<file path="src/sv/glze_pkg.sv">
// Package: shared types and constants of the GIF LZW encoder.
`timescale 1ns / 1ps
`default_nettype none
package glze_pkg;

    localparam int unsigned CODE_W     = 12;
    localparam int unsigned WIDTH_W    = 4;
    localparam int unsigned NFREE_W    = 13;
    localparam int unsigned MAX_WIDTH  = 12;
    localparam int unsigned MAX_CODES  = 4096;
    localparam int unsigned SUB_MAX    = 255;
    localparam int unsigned EPOCH_W    = 8;
    localparam int unsigned KEY_W      = 20;
    localparam int unsigned HASH_W     = 32;
    localparam logic [31:0] HASH_MULT  = 32'd2654435761;
    localparam logic [3:0]  ROOT_MIN   = 4'd2;
    localparam logic [3:0]  ROOT_MAX   = 4'd8;

    typedef enum logic [3:0] {
        S_SWEEP,
        S_IDLE,
        S_DECODE,
        S_OPEN,
        S_END_A,
        S_END_B,
        S_HASH,
        S_HWAIT,
        S_PROBE,
        S_CMP,
        S_MISS,
        S_CLEAR_FULL
    } t_state;

    typedef enum logic [1:0] {
        SEL_PREFIX,
        SEL_CLEAR,
        SEL_EOI
    } t_code_sel;

    typedef struct packed {
        logic latch;
        logic hash_start;
        logic probe_rd;
        logic probe_next;
        logic hit_load;
        logic add_entry;
        logic dict_clear;
        logic prefix_pix;
        logic frame_set;
        logic frame_clr;
    } t_dp_cmd;

    typedef struct packed {
        logic cmd;
        logic in_frame;
        logic hash_done;
        logic tag_valid;
        logic key_match;
        logic dict_full;
        logic sweep_busy;
    } t_dp_sts;

    typedef struct packed {
        logic      send;
        t_code_sel sel;
        logic      last;
        logic      flush;
    } t_pk_req;

    typedef struct packed {
        logic              send;
        logic [CODE_W-1:0] code;
        logic [WIDTH_W-1:0] width;
        logic              last;
        logic              flush;
    } t_code_xfer;

endpackage
`default_nettype wire

</file>
<file path="src/sv/glze_packer.sv">
// Bit packer: LSB-first byte packing, sub-block marking and output register.
`timescale 1ns / 1ps
`default_nettype none
module glze_packer (
    input  wire logic                 i_clk,
    input  wire logic                 i_rst_n,
    input  wire glze_pkg::t_code_xfer i_code,
    output logic                      o_idle,
    output logic                      o_valid,
    input  wire logic                 i_ready,
    output logic [7:0]                o_data_byte,
    output logic                      o_subblock_end,
    output logic [7:0]                o_subblock_len,
    output logic                      o_frame_end,
    output logic                      o_run_last
);

    logic [18:0] r_acc;
    logic [4:0]  r_cnt;
    logic        r_last;
    logic        r_flush;
    logic [7:0]  r_sub;
    logic        r_ovalid;

    logic [11:0] mask;
    logic [18:0] ins;
    logic        full_byte;
    logic        emit;
    logic [4:0]  rem;
    logic        is_last;
    logic        is_fend;
    logic [7:0]  sub1;
    logic        sb_end;

    assign mask      = 12'((13'd1 << i_code.width) - 13'd1);
    assign ins       = 19'(i_code.code & mask) << r_cnt;
    assign full_byte = (r_cnt >= 5'd8);
    assign emit      = (full_byte || (r_flush && r_cnt != 5'd0)) && (!r_ovalid || i_ready);
    assign rem       = full_byte ? r_cnt - 5'd8 : 5'd0;
    assign is_last   = r_last && (rem < 5'd8) && !(r_flush && rem != 5'd0);
    assign is_fend   = is_last && r_flush;
    assign sub1      = r_sub + 8'd1;
    assign sb_end    = is_fend || (sub1 == 8'(glze_pkg::SUB_MAX));
    assign o_idle    = (r_cnt < 5'd8) && !r_flush;
    assign o_valid   = r_ovalid;

    always_ff @(posedge i_clk) begin
        if (!i_rst_n) begin
            r_cnt    <= '0;
            r_acc    <= '0;
            r_last   <= 1'b0;
            r_flush  <= 1'b0;
            r_sub    <= '0;
            r_ovalid <= 1'b0;
        end else begin
            if (i_code.send) begin
                r_acc   <= r_acc | ins;
                r_cnt   <= r_cnt + 5'(i_code.width);
                r_last  <= i_code.last;
                r_flush <= i_code.flush;
            end else if (emit) begin
                r_acc <= full_byte ? r_acc >> 8 : '0;
                r_cnt <= rem;
                if (rem == 5'd0) r_flush <= 1'b0;
            end
            if (emit) begin
                r_ovalid <= 1'b1;
                r_sub    <= sb_end ? 8'd0 : sub1;
            end else if (i_ready) begin
                r_ovalid <= 1'b0;
            end
        end
    end

    always_ff @(posedge i_clk) begin
        if (emit) begin
            o_data_byte    <= r_acc[7:0];
            o_subblock_end <= sb_end;
            o_subblock_len <= sb_end ? sub1 : 8'd0;
            o_frame_end    <= is_fend;
            o_run_last     <= is_last;
        end
    end

endmodule
`default_nettype wire

</file>
<file path="config.mk">
export PLATFORM = sky130hd
export DESIGN_NAME = glze_packer
export DESIGN_NICKNAME = d
export VERILOG_FILES = /design/src/sv/glze_pkg.sv /design/src/sv/glze_packer.sv
export SDC_FILE = /design/constraint.sdc
export NUM_CORES = 1
export LEC_CHECK = 0
export BUFFER_PORTS_ARGS = -buffer_cell sky130_fd_sc_hd__buf_4
export CAP_MARGIN = 20
export CORE_MARGIN = 2
export CORE_UTILIZATION = 40
export CTS_BUF_LIST = sky130_fd_sc_hd__clkbuf_8 sky130_fd_sc_hd__clkbuf_16
export DETAILED_ROUTE_END_ITERATION = 16
export GPL_TIMING_DRIVEN = 0
export PLACE_DENSITY = 0.59
export SLEW_MARGIN = 20
export SYNTH_ARGS = -nofsm -noshare
export SYNTH_HDL_FRONTEND = slang
export SYNTH_SLANG_ARGS = --single-unit
</file>
<file path="constraint.sdc">
create_clock -name i_clk -period 2.7 [get_ports i_clk]
set_input_delay 0.135 -clock i_clk [delete_from_list [all_inputs] [get_ports i_clk]]
set_output_delay 0.135 -clock i_clk [all_outputs]
set_load 0.03 [all_outputs]
</file>
==> impl_metrics.env <==
export IMPL_post_cts_buffers=0
export IMPL_end_kind="register"
export IMPL_synth_nets=453
export IMPL_fillCellCount=870
export IMPL_drv_slew=0
export IMPL_grt_pass1_vias=3231
export IMPL_io_pins=43
export IMPL_clock_sinks=54
export IMPL_reg2reg_slack_ns=0.21
export IMPL_num_vias=3518
export IMPL_dpl_hpwl_um=7780
export IMPL_floorplan_initialDensity=0.407
export IMPL_wire_per_inst_um=17.8
export IMPL_fmax_mhz=402
export IMPL_area_delta_synth_final_pct=16.9
export IMPL_p_per_area_nw_per_um2=556
export IMPL_grt_overflow=0
export IMPL_post_place_ws_ns=-0.249
export IMPL_synth_cell_type_count=70
export IMPL_finalHoldViolCount=0
export IMPL_final_common_cell="buf_4"
export IMPL_clk_latency_ns=0.31
export IMPL_layout_cells_non_filler=581
export IMPL_tritoncts="built"
export IMPL_port_buffers=42
export IMPL_routed_wl_um=10300
export IMPL_vdd_ir_drop_max_mv=0.232
export IMPL_reg2reg_to="o_subblock_len[5]$_SDFFCE_PN0P_"
export IMPL_finalHoldWorstSlack_ns=0.0636
export IMPL_min_from="i_code[1]"
export IMPL_placed_cell_area_um2=3960
export IMPL_timing_final_ws_setup_ns=0.211
export IMPL_status="finished clean"
export IMPL_final_cell_mix="buf_4, nand2_1, nor2_1"
export IMPL_antenna_found_initial=0
export IMPL_synth_area_um2=3510
export IMPL_min_period_ns=2.49
export IMPL_syn_avg_cell_area_um2=8.30
export IMPL_holdPathEnd="r_last$_SDFFE_PN0P_"
export IMPL_cts_root_buffer="clkbuf_8"
export IMPL_min_path_cells=3
export IMPL_cp_max_fo=10
export IMPL_numCtsBuffers=5
export IMPL_ys_seq_area_frac=0.362
export IMPL_worst_r2r_path_depth=9
export IMPL_groute_usage_overall=0.214
export IMPL_finalPower_mw=2.28
export IMPL_num_rows=34
export IMPL_grt_max_degree=25
export IMPL_worstPathRequired_ns=2.76
export IMPL_clockBufferDepth=2
export IMPL_leakage_nw=1.54
export IMPL_relSlewSlack=0.557
export IMPL_synth_edf_count=19
export IMPL_ys_async_sr_fraction=0
export IMPL_drv_cap=0
export IMPL_drt_iter0_markers=291
export IMPL_postRouteAntennaNets=0
export IMPL_synth_ff_type="dfxtp_1"
export IMPL_setup_violations=0
export IMPL_fin_nets=502
export IMPL_hp_class="input pin to register"
export IMPL_path_clk_slew_ns=0.11
export IMPL_place_inst=573
export IMPL_ys_warn_count=0
export IMPL_htreeDepth=2
export IMPL_hold_buffers=0
export IMPL_coreArea_um2=8640
export IMPL_path_class="register to register"
export IMPL_netlist_instances=423
export IMPL_fin_crit_sh=0.922
export IMPL_synth_seq_cells=54
export IMPL_grt_first_pass_wirelength_um=16500
export IMPL_cp_start_kind="register"
export IMPL_gp_congestion=0.954
export IMPL_rsz0062_at_grt="no"
export IMPL_arrival_ns=2.55
export IMPL_fp_dieW_um=97.7
export IMPL_dieArea_um2=9550
export IMPL_worst_slew_pin_slew_ns=0.664
export IMPL_drcViolationCount=0
export IMPL_drive_gt1_frac=0.190
export IMPL_final_area_um2=4110
export IMPL_r2r_start="r_cnt[2]$_SDFFE_PN0P_"
export IMPL_fp_dieH_um=97.7
export IMPL_finClkSkew_ns=0.0139
export IMPL_antenna_diode_count=0
export IMPL_viasPerCell=6.06
export IMPL_drtPass1Iterations=5
==> per-layer routing <==
layer,part of all wire,up-vias,GRT usage
met5,0,-,0
met4,0.017,0,0.0556
met3,0.055,18,0.0309
met2,0.48,126,0.366
met1,0.45,1687,0.284
li1,-,1687,-
==> stage by stage <==
stage               TNS, ns  utilization
detailed placement    -1.57        0.459
CTS                       0        0.472
floorplan                 0            -
finish                    0        0.475
global route              0        0.475
global placement      -1.36        0.459
==> synthesized netlist by cell type (4+ instances only) <==
cell | number | area share
o211ai_1 | 5 | 0.011
inv_1 | 10 | 0.011
a21oi_1 | 28 | 0.040
clkbuf_1 | 14 | 0.015
xnor2_1 | 4 | 0.010
nand2_1 | 41 | 0.044
edfxtp_1 | 19 | 0.16
nand4_1 | 5 | 0.0089
or3_1 | 7 | 0.012
ha_1 | 7 | 0.025
dfxtp_1 | 35 | 0.20
nor2_1 | 40 | 0.043
a22oi_1 | 7 | 0.015
nand3_1 | 26 | 0.037
a22o_1 | 4 | 0.010
buf_2 | 14 | 0.020
nand2b_1 | 4 | 0.0071
a311oi_1 | 5 | 0.012
a31oi_1 | 9 | 0.016
a32oi_1 | 4 | 0.010
clkinv_1 | 4 | 0.0043
o21ai_1 | 11 | 0.016
nor4_1 | 5 | 0.0089
nand3b_1 | 4 | 0.0086
xor2_1 | 6 | 0.015
and2_1 | 5 | 0.0089
o21ai_0 | 12 | 0.017
a211oi_1 | 8 | 0.017
mux2i_1 | 5 | 0.014
nor2b_1 | 5 | 0.0089
nor3_1 | 6 | 0.0086
==> final cells by class <==
class                   instances  area (um^2)  area share
well taps                     108          135      0.0329
clock buffers                   5         68.8      0.0168
plain buffers                  32          149      0.0363
flip-flops and latches         54         1270       0.310
repair buffers                 42          315      0.0768
multi-input cells             320         2060       0.501
inverters                      17         63.8      0.0155
clock inverters                 3         43.8      0.0107
==> state kept, by name, indices dropped and copies added, names as in the netlist <==
name / count
o_data_byte: 8
o_frame_end: 1
o_run_last: 1
o_subblock_end: 1
o_subblock_len: 8
o_valid: 1
r_acc: 19
r_cnt: 5
r_flush: 1
r_last: 1
r_sub: 8
==> worst max-delay path by stage <==
stage / startpoint / to / slack, ns
after global placement: i_code[4] / r_acc[3]$_SDFFE_PN0P_ / -0.22
final: r_cnt[2]$_SDFFE_PN0P_ / o_subblock_len[5]$_SDFFCE_PN0P_ / 0.21
after CTS: i_code[4] / r_acc[2]$_SDFFE_PN0P_ / 0.09
after detailed placement: i_code[4] / r_acc[2]$_SDFFE_PN0P_ / -0.25
after global routing: i_code[4] / r_acc[15]$_SDFFE_PN0P_ / 0.06
after floorplan: i_code[4] / r_acc[15]$_SDFFE_PN0P_ / 0.31
==> worst max-delay path: stages, from the launching register on <==
cell and delay [ns]:
dfxtp_1 0.37, clkbuf_1 0.35, or3_1 0.16, buf_2 0.17, nand2_1 0.07, nand3_1 0.16
inv_2 0.08, a31oi_1 0.47, buf_2 0.33, a21oi_1 0.07
==> logic make-up (layout without fill, tap and decap cells) <==
family	count (synthesis)	in the layout	synth area share
simple gates	162	162	0.230
compound gates	134	134	0.274
flops	54	54	0.362
buf+inv	49	99	0.0606
xor+xnor	10	10	0.0249
fa+ha+maj	8	8	0.0306
mux	6	6	0.0175
==> power breakdown <==
group	total (mW)	internal (mW)	switching (mW)
Sequential	0.980	0.936	0.0437
Clock	0.557	0.278	0.279
Combinational	0.744	0.256	0.487
Total	2.28	1.47	0.810
==> timing repair <==
| action | 4_1_cts | 5_1_grt |
|---|---|---|
| endpoints found under the hold margin | 0 | 0 |
| resized for setup | 0 | 6 |
| endpoints found under the setup margin | 0 | 6 |
No activity file was read; power rests on OpenSTA's default activity.
