<file path="config.mk">
export PLATFORM = sky130hd
export DESIGN_NAME = glze_ctrl
export DESIGN_NICKNAME = d
export VERILOG_FILES = /design/src/sv/glze_pkg.sv /design/src/sv/glze_ctrl.sv
export SDC_FILE = /design/constraint.sdc
export NUM_CORES = 1
export LEC_CHECK = 0
export ABC_AREA = 1
export BUFFER_PORTS_ARGS = -buffer_cell sky130_fd_sc_hd__clkbuf_2
export CAP_MARGIN = 10
export CORE_AREA = 2 2 39 41
export DETAILED_ROUTE_END_ITERATION = 16
export DIE_AREA = 0 0 41 43
export GPL_ROUTABILITY_DRIVEN = 1
export PLACE_DENSITY = 0.71
export SETUP_SLACK_MARGIN = 0.02
export SLEW_MARGIN = 20
export SYNTH_ARGS = -nofsm -noshare
export SYNTH_HDL_FRONTEND = slang
export SYNTH_SLANG_ARGS = --single-unit
</file>
<file path="constraint.sdc">
create_clock -name i_clk -period 1.5 [get_ports i_clk]
set_input_delay 0.075 -clock i_clk [delete_from_list [all_inputs] [get_ports i_clk]]
set_output_delay 0.075 -clock i_clk [all_outputs]
set_load 0.02 [all_outputs]
</file>
<file path="src/sv/glze_pkg.sv">
// Package: shared types and constants of the GIF LZW encoder.
`timescale 1ns / 1ps
`default_nettype none
package glze_pkg;

    localparam int unsigned CODE_W     = 12;
    localparam int unsigned WIDTH_W    = 4;
    localparam int unsigned NFREE_W    = 13;
    localparam int unsigned MAX_WIDTH  = 12;
    localparam int unsigned MAX_CODES  = 4096;
    localparam int unsigned SUB_MAX    = 255;
    localparam int unsigned EPOCH_W    = 8;
    localparam int unsigned KEY_W      = 20;
    localparam int unsigned HASH_W     = 32;
    localparam logic [31:0] HASH_MULT  = 32'd2654435761;
    localparam logic [3:0]  ROOT_MIN   = 4'd2;
    localparam logic [3:0]  ROOT_MAX   = 4'd8;

    typedef enum logic [3:0] {
        S_SWEEP,
        S_IDLE,
        S_DECODE,
        S_OPEN,
        S_END_A,
        S_END_B,
        S_HASH,
        S_HWAIT,
        S_PROBE,
        S_CMP,
        S_MISS,
        S_CLEAR_FULL
    } t_state;

    typedef enum logic [1:0] {
        SEL_PREFIX,
        SEL_CLEAR,
        SEL_EOI
    } t_code_sel;

    typedef struct packed {
        logic latch;
        logic hash_start;
        logic probe_rd;
        logic probe_next;
        logic hit_load;
        logic add_entry;
        logic dict_clear;
        logic prefix_pix;
        logic frame_set;
        logic frame_clr;
    } t_dp_cmd;

    typedef struct packed {
        logic cmd;
        logic in_frame;
        logic hash_done;
        logic tag_valid;
        logic key_match;
        logic dict_full;
        logic sweep_busy;
    } t_dp_sts;

    typedef struct packed {
        logic      send;
        t_code_sel sel;
        logic      last;
        logic      flush;
    } t_pk_req;

    typedef struct packed {
        logic              send;
        logic [CODE_W-1:0] code;
        logic [WIDTH_W-1:0] width;
        logic              last;
        logic              flush;
    } t_code_xfer;

endpackage
`default_nettype wire

</file>
<file path="src/sv/glze_ctrl.sv">
// Controller: sequences lookup, code emission and dictionary maintenance.
`timescale 1ns / 1ps
`default_nettype none
module glze_ctrl (
    input  wire logic             i_clk,
    input  wire logic             i_rst_n,
    input  wire logic             i_in_valid,
    output logic                  o_in_ready,
    input  wire glze_pkg::t_dp_sts i_sts,
    input  wire logic             i_pk_idle,
    output glze_pkg::t_dp_cmd     o_cmd,
    output glze_pkg::t_pk_req     o_pk
);

    glze_pkg::t_state r_state, n_state;

    always_ff @(posedge i_clk) begin
        if (!i_rst_n) begin
            r_state <= glze_pkg::S_SWEEP;
        end else begin
            r_state <= n_state;
        end
    end

    always_comb begin
        n_state = r_state;
        case (r_state)
            glze_pkg::S_SWEEP: if (!i_sts.sweep_busy) n_state = glze_pkg::S_IDLE;
            glze_pkg::S_IDLE:  if (i_in_valid) n_state = glze_pkg::S_DECODE;
            glze_pkg::S_DECODE: begin
                if (!i_sts.in_frame)  n_state = glze_pkg::S_OPEN;
                else if (i_sts.cmd)   n_state = glze_pkg::S_END_A;
                else                  n_state = glze_pkg::S_HASH;
            end
            glze_pkg::S_OPEN: if (i_pk_idle) begin
                n_state = i_sts.cmd ? glze_pkg::S_END_B : glze_pkg::S_SWEEP;
            end
            glze_pkg::S_END_A: if (i_pk_idle) n_state = glze_pkg::S_END_B;
            glze_pkg::S_END_B: if (i_pk_idle) n_state = glze_pkg::S_SWEEP;
            glze_pkg::S_HASH:  n_state = glze_pkg::S_HWAIT;
            glze_pkg::S_HWAIT: if (i_sts.hash_done) n_state = glze_pkg::S_PROBE;
            glze_pkg::S_PROBE: n_state = glze_pkg::S_CMP;
            glze_pkg::S_CMP: begin
                if (i_sts.tag_valid && i_sts.key_match) n_state = glze_pkg::S_IDLE;
                else if (i_sts.tag_valid)               n_state = glze_pkg::S_PROBE;
                else                                    n_state = glze_pkg::S_MISS;
            end
            glze_pkg::S_MISS: if (i_pk_idle) begin
                n_state = i_sts.dict_full ? glze_pkg::S_CLEAR_FULL : glze_pkg::S_IDLE;
            end
            glze_pkg::S_CLEAR_FULL: if (i_pk_idle) n_state = glze_pkg::S_SWEEP;
            default: n_state = glze_pkg::S_SWEEP;
        endcase
    end

    always_comb begin
        o_cmd      = '0;
        o_pk       = '0;
        o_pk.sel   = glze_pkg::SEL_PREFIX;
        o_in_ready = 1'b0;
        case (r_state)
            glze_pkg::S_IDLE: begin
                o_in_ready  = 1'b1;
                o_cmd.latch = i_in_valid;
            end
            glze_pkg::S_DECODE: o_cmd.dict_clear = !i_sts.in_frame;
            glze_pkg::S_OPEN: if (i_pk_idle) begin
                o_pk.send = 1'b1;
                o_pk.sel  = glze_pkg::SEL_CLEAR;
                o_pk.last = !i_sts.cmd;
                o_cmd.prefix_pix = !i_sts.cmd;
                o_cmd.frame_set  = !i_sts.cmd;
            end
            glze_pkg::S_END_A: if (i_pk_idle) begin
                o_pk.send = 1'b1;
                o_pk.sel  = glze_pkg::SEL_PREFIX;
            end
            glze_pkg::S_END_B: if (i_pk_idle) begin
                o_pk.send  = 1'b1;
                o_pk.sel   = glze_pkg::SEL_EOI;
                o_pk.last  = 1'b1;
                o_pk.flush = 1'b1;
                o_cmd.frame_clr = 1'b1;
            end
            glze_pkg::S_HASH:  o_cmd.hash_start = 1'b1;
            glze_pkg::S_PROBE: o_cmd.probe_rd = 1'b1;
            glze_pkg::S_CMP: begin
                o_cmd.hit_load   = i_sts.tag_valid && i_sts.key_match;
                o_cmd.probe_next = i_sts.tag_valid && !i_sts.key_match;
            end
            glze_pkg::S_MISS: if (i_pk_idle) begin
                o_pk.send = 1'b1;
                o_pk.sel  = glze_pkg::SEL_PREFIX;
                o_pk.last = !i_sts.dict_full;
                o_cmd.add_entry  = !i_sts.dict_full;
                o_cmd.prefix_pix = !i_sts.dict_full;
            end
            glze_pkg::S_CLEAR_FULL: if (i_pk_idle) begin
                // clear code goes out at the old width, then the table restarts
                o_pk.send = 1'b1;
                o_pk.sel  = glze_pkg::SEL_CLEAR;
                o_pk.last = 1'b1;
                o_cmd.dict_clear = 1'b1;
                o_cmd.prefix_pix = 1'b1;
            end
            default: o_cmd = '0;
        endcase
    end

endmodule
`default_nettype wire

</file>
==> impl_metrics.yaml, run 1 <==
floorplan:
  die_x_um: 41
  core-area_mm2: 0.001384
  rows: 14
  dieArea_mm2: 0.001763
  initial_core_util: 0.3834
  io_pins: 27
  fp.dieH_um: 43
yosys:
  synth_top_cell_by_area: "nand2_1"
  synthTopCellsByCount: "nand2_1, inv_1, nor2_1"
  ys.flop_type: "dfxtp_1"
  ys_top_cells_by_area: "nand2_1, dfxtp_1, inv_1"
  syn-num-nets: 119
  yosysSeqAreaShare: 0.1509
  synth_cells: 108
  synth_most_common_cell: "nand2_1"
  synthDominantCellAreaShare: 0.2547
  synth-seq-cells: 4
  ys_types: 17
  syn_area_per_cell_um2: 4.912
  netlist_area_um2: 530.5
  ys_warn_count: 0
  synth_edf_count: 0
  async_reset_ff_frac: 0
sta:
  clock_skew_ns: 0.002418
  maxSlewViolCount: 0
  setup_ws_ns: 0.02565
  hold_slack_ns: 0.07899
  relSlewSlack: 0.8457
  rsz0062_at_grt: "true"
  worstMarginPinSlew_ns: 0.2297
  period_share: 0.9829
  fmax_mhz: 678.3
  fin_crit_ns: 1.474
  final-setup-viol-count: 0
  hold_violations: 0
detailed_routing:
  wl_met1_um: 667
  met2_length_um: 753
  remaining_drc_errors: 0
  route.met3.wl_um: 62
  top_layer_used: "met4"
  final_antenna_net_count: 0
  num_vias: 726
  drt_iter0_drc: 9
  wl_per_cell_um: 9.637
  routed_wirelength_mm: 1.513
  vias_per_cell: 4.624
  first_pass_iters: 4
clocking:
  cts_buffers: 3
  cts_htree_levels: 1
  cts_tree: "yes"
  clkTransAtPathRegs_ns: 0.03
  clk_latency_ns: 0.24
  cts_root_buf: "clkbuf_4"
  hold_buffers: 0
  cts.sinks: 4
  clock_path_buffers: 2
critical_path:
  crit_family: "simple AND/OR/NAND/NOR gates"
  critPathBufInv: 3
  critPathRequiredTime_ns: 1.42
  startpoint: "r_state[0]$_SDFFE_PN0P_"
  rrSetupSlack_ns: 0.19
  crit_type: "reg -> out"
  cpPeakStageDelay_ns: 0.38
  rr_worst_depth: 9
  cp.depth: 8
  slowest_stage: "dfxtp_4"
  critPathMaxFanout: 6
  arrival_ns: 1.40
  path_cells: "nand2_4 > inv_4 > nand2_2 > nor2_2 > inv_1 > or2_4 > nand4_1 > buf_6"
  endpoint: "o_pk[1]"
  worstReg2RegStart: "r_state[3]$_SDFFE_PN0P_"
  reg2reg_to: "r_state[3]$_SDFFE_PN0P_"
  setup.worst_path.start_class: "flip-flop"
  endpoint_kind: "output pin"
layout:
  n_antenna_cell: 0
  fin_area_um2: 793.3
  multi_input_area_um2: 392.9
  largest_reg_flops: 4
  fillers: 154
  drive_above_1_share: 0.3759
  final_core_utilization: 0.5732
  area_growth_pct: 49.53
  stdcell_count: 157
  layout.nets: 154
  seq_area_um2: 86.33
  largest-register: "r_state"
  largestRegisters: "r_state x4"
grt:
  grt_max_degree: 7
  overflow: 0
  antenna_found_initial: 0
  grt_pass1_wl_mm: 2.235
  grt_usage: 0.1876
  grt_pass1_vias: 562
worst_hold_path:
  min_path_type: "in -> reg"
power:
  p_leak_nw: 0.5374
  peakVddDrop_v: 0.0007300
  power_density_mw_per_mm2: 1445
placed_design:
  dp_cells: 151
  gp_congestion: 0.8907
  io_buffers: 26
  dpl.hpwl_mm: 1.165
  placed_area_um2: 688.2
  place_worst_setup_slack_ns: 0.1181
status:
  status: "complete, no violations"
flow_run:
  cap_violations: 0
worst min-delay path by stage:
stage / start / end / slack, ns / cells past startpoint
after floorplan: i_rst_n / r_state[1]$_SDFFE_PN0P_ / 0.20 / 2
after CTS: i_rst_n / r_state[0]$_SDFFE_PN0P_ / 0.08 / 3
after detailed placement: i_rst_n / r_state[1]$_SDFFE_PN0P_ / 0.34 / 3
final: i_rst_n / r_state[1]$_SDFFE_PN0P_ / 0.08 / 3
after global routing: i_rst_n / r_state[2]$_SDFFE_PN0P_ / 0.10 / 3
after global placement: i_rst_n / r_state[0]$_SDFFE_PN0P_ / 0.33 / 3
per-layer routing:
metal,up-vias,track usage
li1,394,-
met1,307,0.2436
met2,22,0.2813
met3,3,0.03141
met4,0,0.1000
met5,-,0
worst register-to-register path, delay by kind of cell (launching register included):
kind	cells	cell delay (ns)
simple gates	8	0.71
flops	1	0.39
buf+inv	1	0.12
cell families (layout without fill, tap and decap cells):
family | count (synthesis) | in the layout | synth area share
flops | 4 | 4 | 0.1509
buf+inv | 23 | 56 | 0.1698
compound gates | 4 | 4 | 0.03772
simple gates | 77 | 77 | 0.6415
area by class of cell:
class | instances | share of cell area
repair buffers | 31 | 0.2350
inverters | 22 | 0.1073
flip-flops and latches | 4 | 0.1088
clock buffers | 3 | 0.02839
multi-input cells | 81 | 0.4953
well taps | 16 | 0.02524
through the flow:
step           power (W)  setup TNS, ns
2_1_floorplan  0.0007215              0
3_3_place_gp   0.0009068              0
3_5_place_dp   0.0009166              0
4_1_cts         0.001102              0
5_1_grt         0.001269        -0.1423
6_report        0.001147              0
placed cells by master (no fill, tap or decap), types with 2 or more instances in the layout:
master    Yosys  final
a21oi_1       3      3
buf_4         1      5
buf_6         0      3
clkbuf_2      0     23
clkbuf_4      0      3
dfxtp_2       0      2
inv_1        20     19
inv_2         2      2
nand2_1      36     34
nand2_2       2      3
nand3_1      11      9
nand3_2       0      2
nor2_1       19     17
nor2_2        2      3
nor2_4        2      3
repair_timing:
action,4_1_cts,5_1_grt
pin swaps,1,2
cloned,0,0
setup buffers,2,1
resized for setup,6,18
endpoints found under the setup margin,3,11
power by group:
part,total (W),switching (W),leakage (nW),internal [W]
sequential,0.000219,0.0000636,0.0344,0.000156
clock,0.000131,0.0000422,0.0138,0.0000893
combinational,0.000796,0.000503,0.489,0.000293
Note: power is estimated with default switching activity, not from simulation.
==> run 2: changes to the inputs <==
==> constraint.sdc (replaced) <==
create_clock -name i_clk -period 1.6 [get_ports i_clk]
set_input_delay 0.08 -clock i_clk [delete_from_list [all_inputs] [get_ports i_clk]]
set_output_delay 0.08 -clock i_clk [all_outputs]
set_load 0.02 [all_outputs]
==> impl_metrics.yaml, run 2 (synthesis results as in run 1) <==
layout:
  fillers: 148
  area_growth_pct: 50.00
  largestRegisters: "r_state x4"
  layout_common_cells: "nand2_1, clkbuf_2, inv_1"
  final_common_cell: "nand2_1"
  stdcell_count: 160
  layout.nets: 157
  drive_above_1_share: 0.3681
  largest_reg_flops: 4
  largest-register: "r_state"
  n_antenna_cell: 0
placed_design:
  dp_cells: 149
  io_buffers: 26
  dpl.hpwl_mm: 1.151
  gp_congestion: 0.8695
grt:
  overflow: 0
  grt_max_degree: 10
  antenna_found_initial: 0
  grt_pass1_wl_mm: 2.104
  grt_pass1_vias: 550
  grt_usage: 0.1745
sta:
  fmax_mhz: 681.7
  maxSlewViolCount: 0
  worstMarginPinSlew_ns: 0.2231
  clock_skew_ns: 0.0003134
  relSlewSlack: 0.8499
  hold_violations: 0
  final-setup-viol-count: 0
  rsz0062_at_grt: "false"
  finalSetupTns_ns: 0
  fin_crit_ns: 1.467
  period_share: 0.9169
clocking:
  clkTransAtPathRegs_ns: 0.03
  cts_root_buf: "clkbuf_4"
  cts.sinks: 4
  clk_latency_ns: 0.23
  clock_path_buffers: 2
  hold_buffers: 0
  cts_htree_levels: 1
  cts_buffers: 3
  cts_tree: "yes"
status:
  status: "complete, no violations"
critical_path:
  arrival_ns: 1.39
  endpoint_kind: "output pin"
  critPathRequiredTime_ns: 1.52
  cpPeakStageDelay_ns: 0.37
  path_cells: "nand2_4 > inv_4 > nand2_2 > nor2_2 > inv_1 > or2_1 > nand4_1 > buf_6"
  crit_family: "simple AND/OR/NAND/NOR gates"
  setup.worst_path.start_class: "flip-flop"
  slowest_stage: "dfxtp_4"
  crit_type: "reg -> out"
  critPathMaxFanout: 5
  critPathBufInv: 3
worst_hold_path:
  min_path_type: "in -> reg"
power:
  peakVddDrop_v: 0.0007682
  p_leak_nw: 0.5454
  power_density_mw_per_mm2: 1366
flow_run:
  cap_violations: 0
detailed_routing:
  routed_wirelength_mm: 1.488
  first_pass_iters: 4
  remaining_drc_errors: 0
  drt_iter0_drc: 34
  final_antenna_net_count: 0
  vias_per_cell: 4.688
  wl_per_cell_um: 9.300
  num_vias: 750
floorplan:
  initial_core_util: 0.3834
  fp.dieH_um: 43
  io_pins: 27
  die_x_um: 41
  core-area_mm2: 0.001384
  dieArea_mm2: 0.001763
  rows: 14
run 2: metal layers:
metal / share of wire / routed length, µm / global-route usage / up-vias
met3: 0.057 / 85 / 0.03665 / 2
li1: - / - / - / 400
met4: 0.017 / 25 / 0.1000 / 0
met1: 0.41 / 612 / 0.2019 / 314
met2: 0.51 / 765 / 0.2781 / 34
met5: 0 / 0 / 0 / -
run 2: layout make-up:
type / count / area, µm² / share of cell area
Multi-Input combinational cell: 81 / 380.4 / 0.4780
Sequential cell: 4 / 88.84 / 0.1116
Inverter: 22 / 85.08 / 0.1069
Timing Repair Buffer: 34 / 198.9 / 0.2500
Tap cell: 16 / 20.02 / 0.02516
Clock buffer: 3 / 22.52 / 0.02830
run 2: worst min-delay path, cell delays in order:
cell and delay (ns):
clkbuf_2 0.11, nand2_1 0.06, nor2_1 0.03
run 2: worst paths after layout:
path	from	endpoint	slack (ns)	cells after the start
setup / recovery	r_state[0]$_SDFFE_PN0P_	o_pk[1]	0.13	8
hold / removal	i_rst_n	r_state[0]$_SDFFE_PN0P_	0.09	3
setup reg to reg	r_state[3]$_SDFFE_PN0P_	r_state[1]$_SDFFE_PN0P_	0.32	9
hold reg to reg	r_state[2]$_SDFFE_PN0P_	r_state[2]$_SDFFE_PN0P_	0.56	2
run 2: through the flow:
stage | utilization | power [W] | setup slack, ns | instance area, µm² | hold slack, ns
after floorplan | - | 0.0006764 | 0.2957 | 530.5 | 0.2005
after global placement | 0.4864 | 0.0008192 | 0.2154 | 673.1 | 0.3319
after detailed placement | 0.4864 | 0.0008241 | 0.1732 | 673.1 | 0.3400
after CTS | 0.5081 | 0.0009667 | 0.02074 | 703.2 | 0.08388
after global routing | 0.5750 | 0.001212 | 0.01389 | 795.8 | 0.1046
final | 0.5750 | 0.001087 | 0.1330 | 795.8 | 0.09037
run 2: report_power, final:
part           leakage [nW]  internal (W)  total [W]  switching, W
Combinational         0.497      0.000291   0.000763      0.000472
Clock                0.0138     0.0000834   0.000119     0.0000354
Sequential           0.0347      0.000148   0.000205     0.0000567
Total                 0.545      0.000523    0.00109      0.000564
run 2: what timing repair did:
action                                  4_1_cts  5_1_grt
buffers inserted                              0        8
pin swaps                                     0        4
gates resized for setup                       3       15
endpoints found under the setup margin        3        5
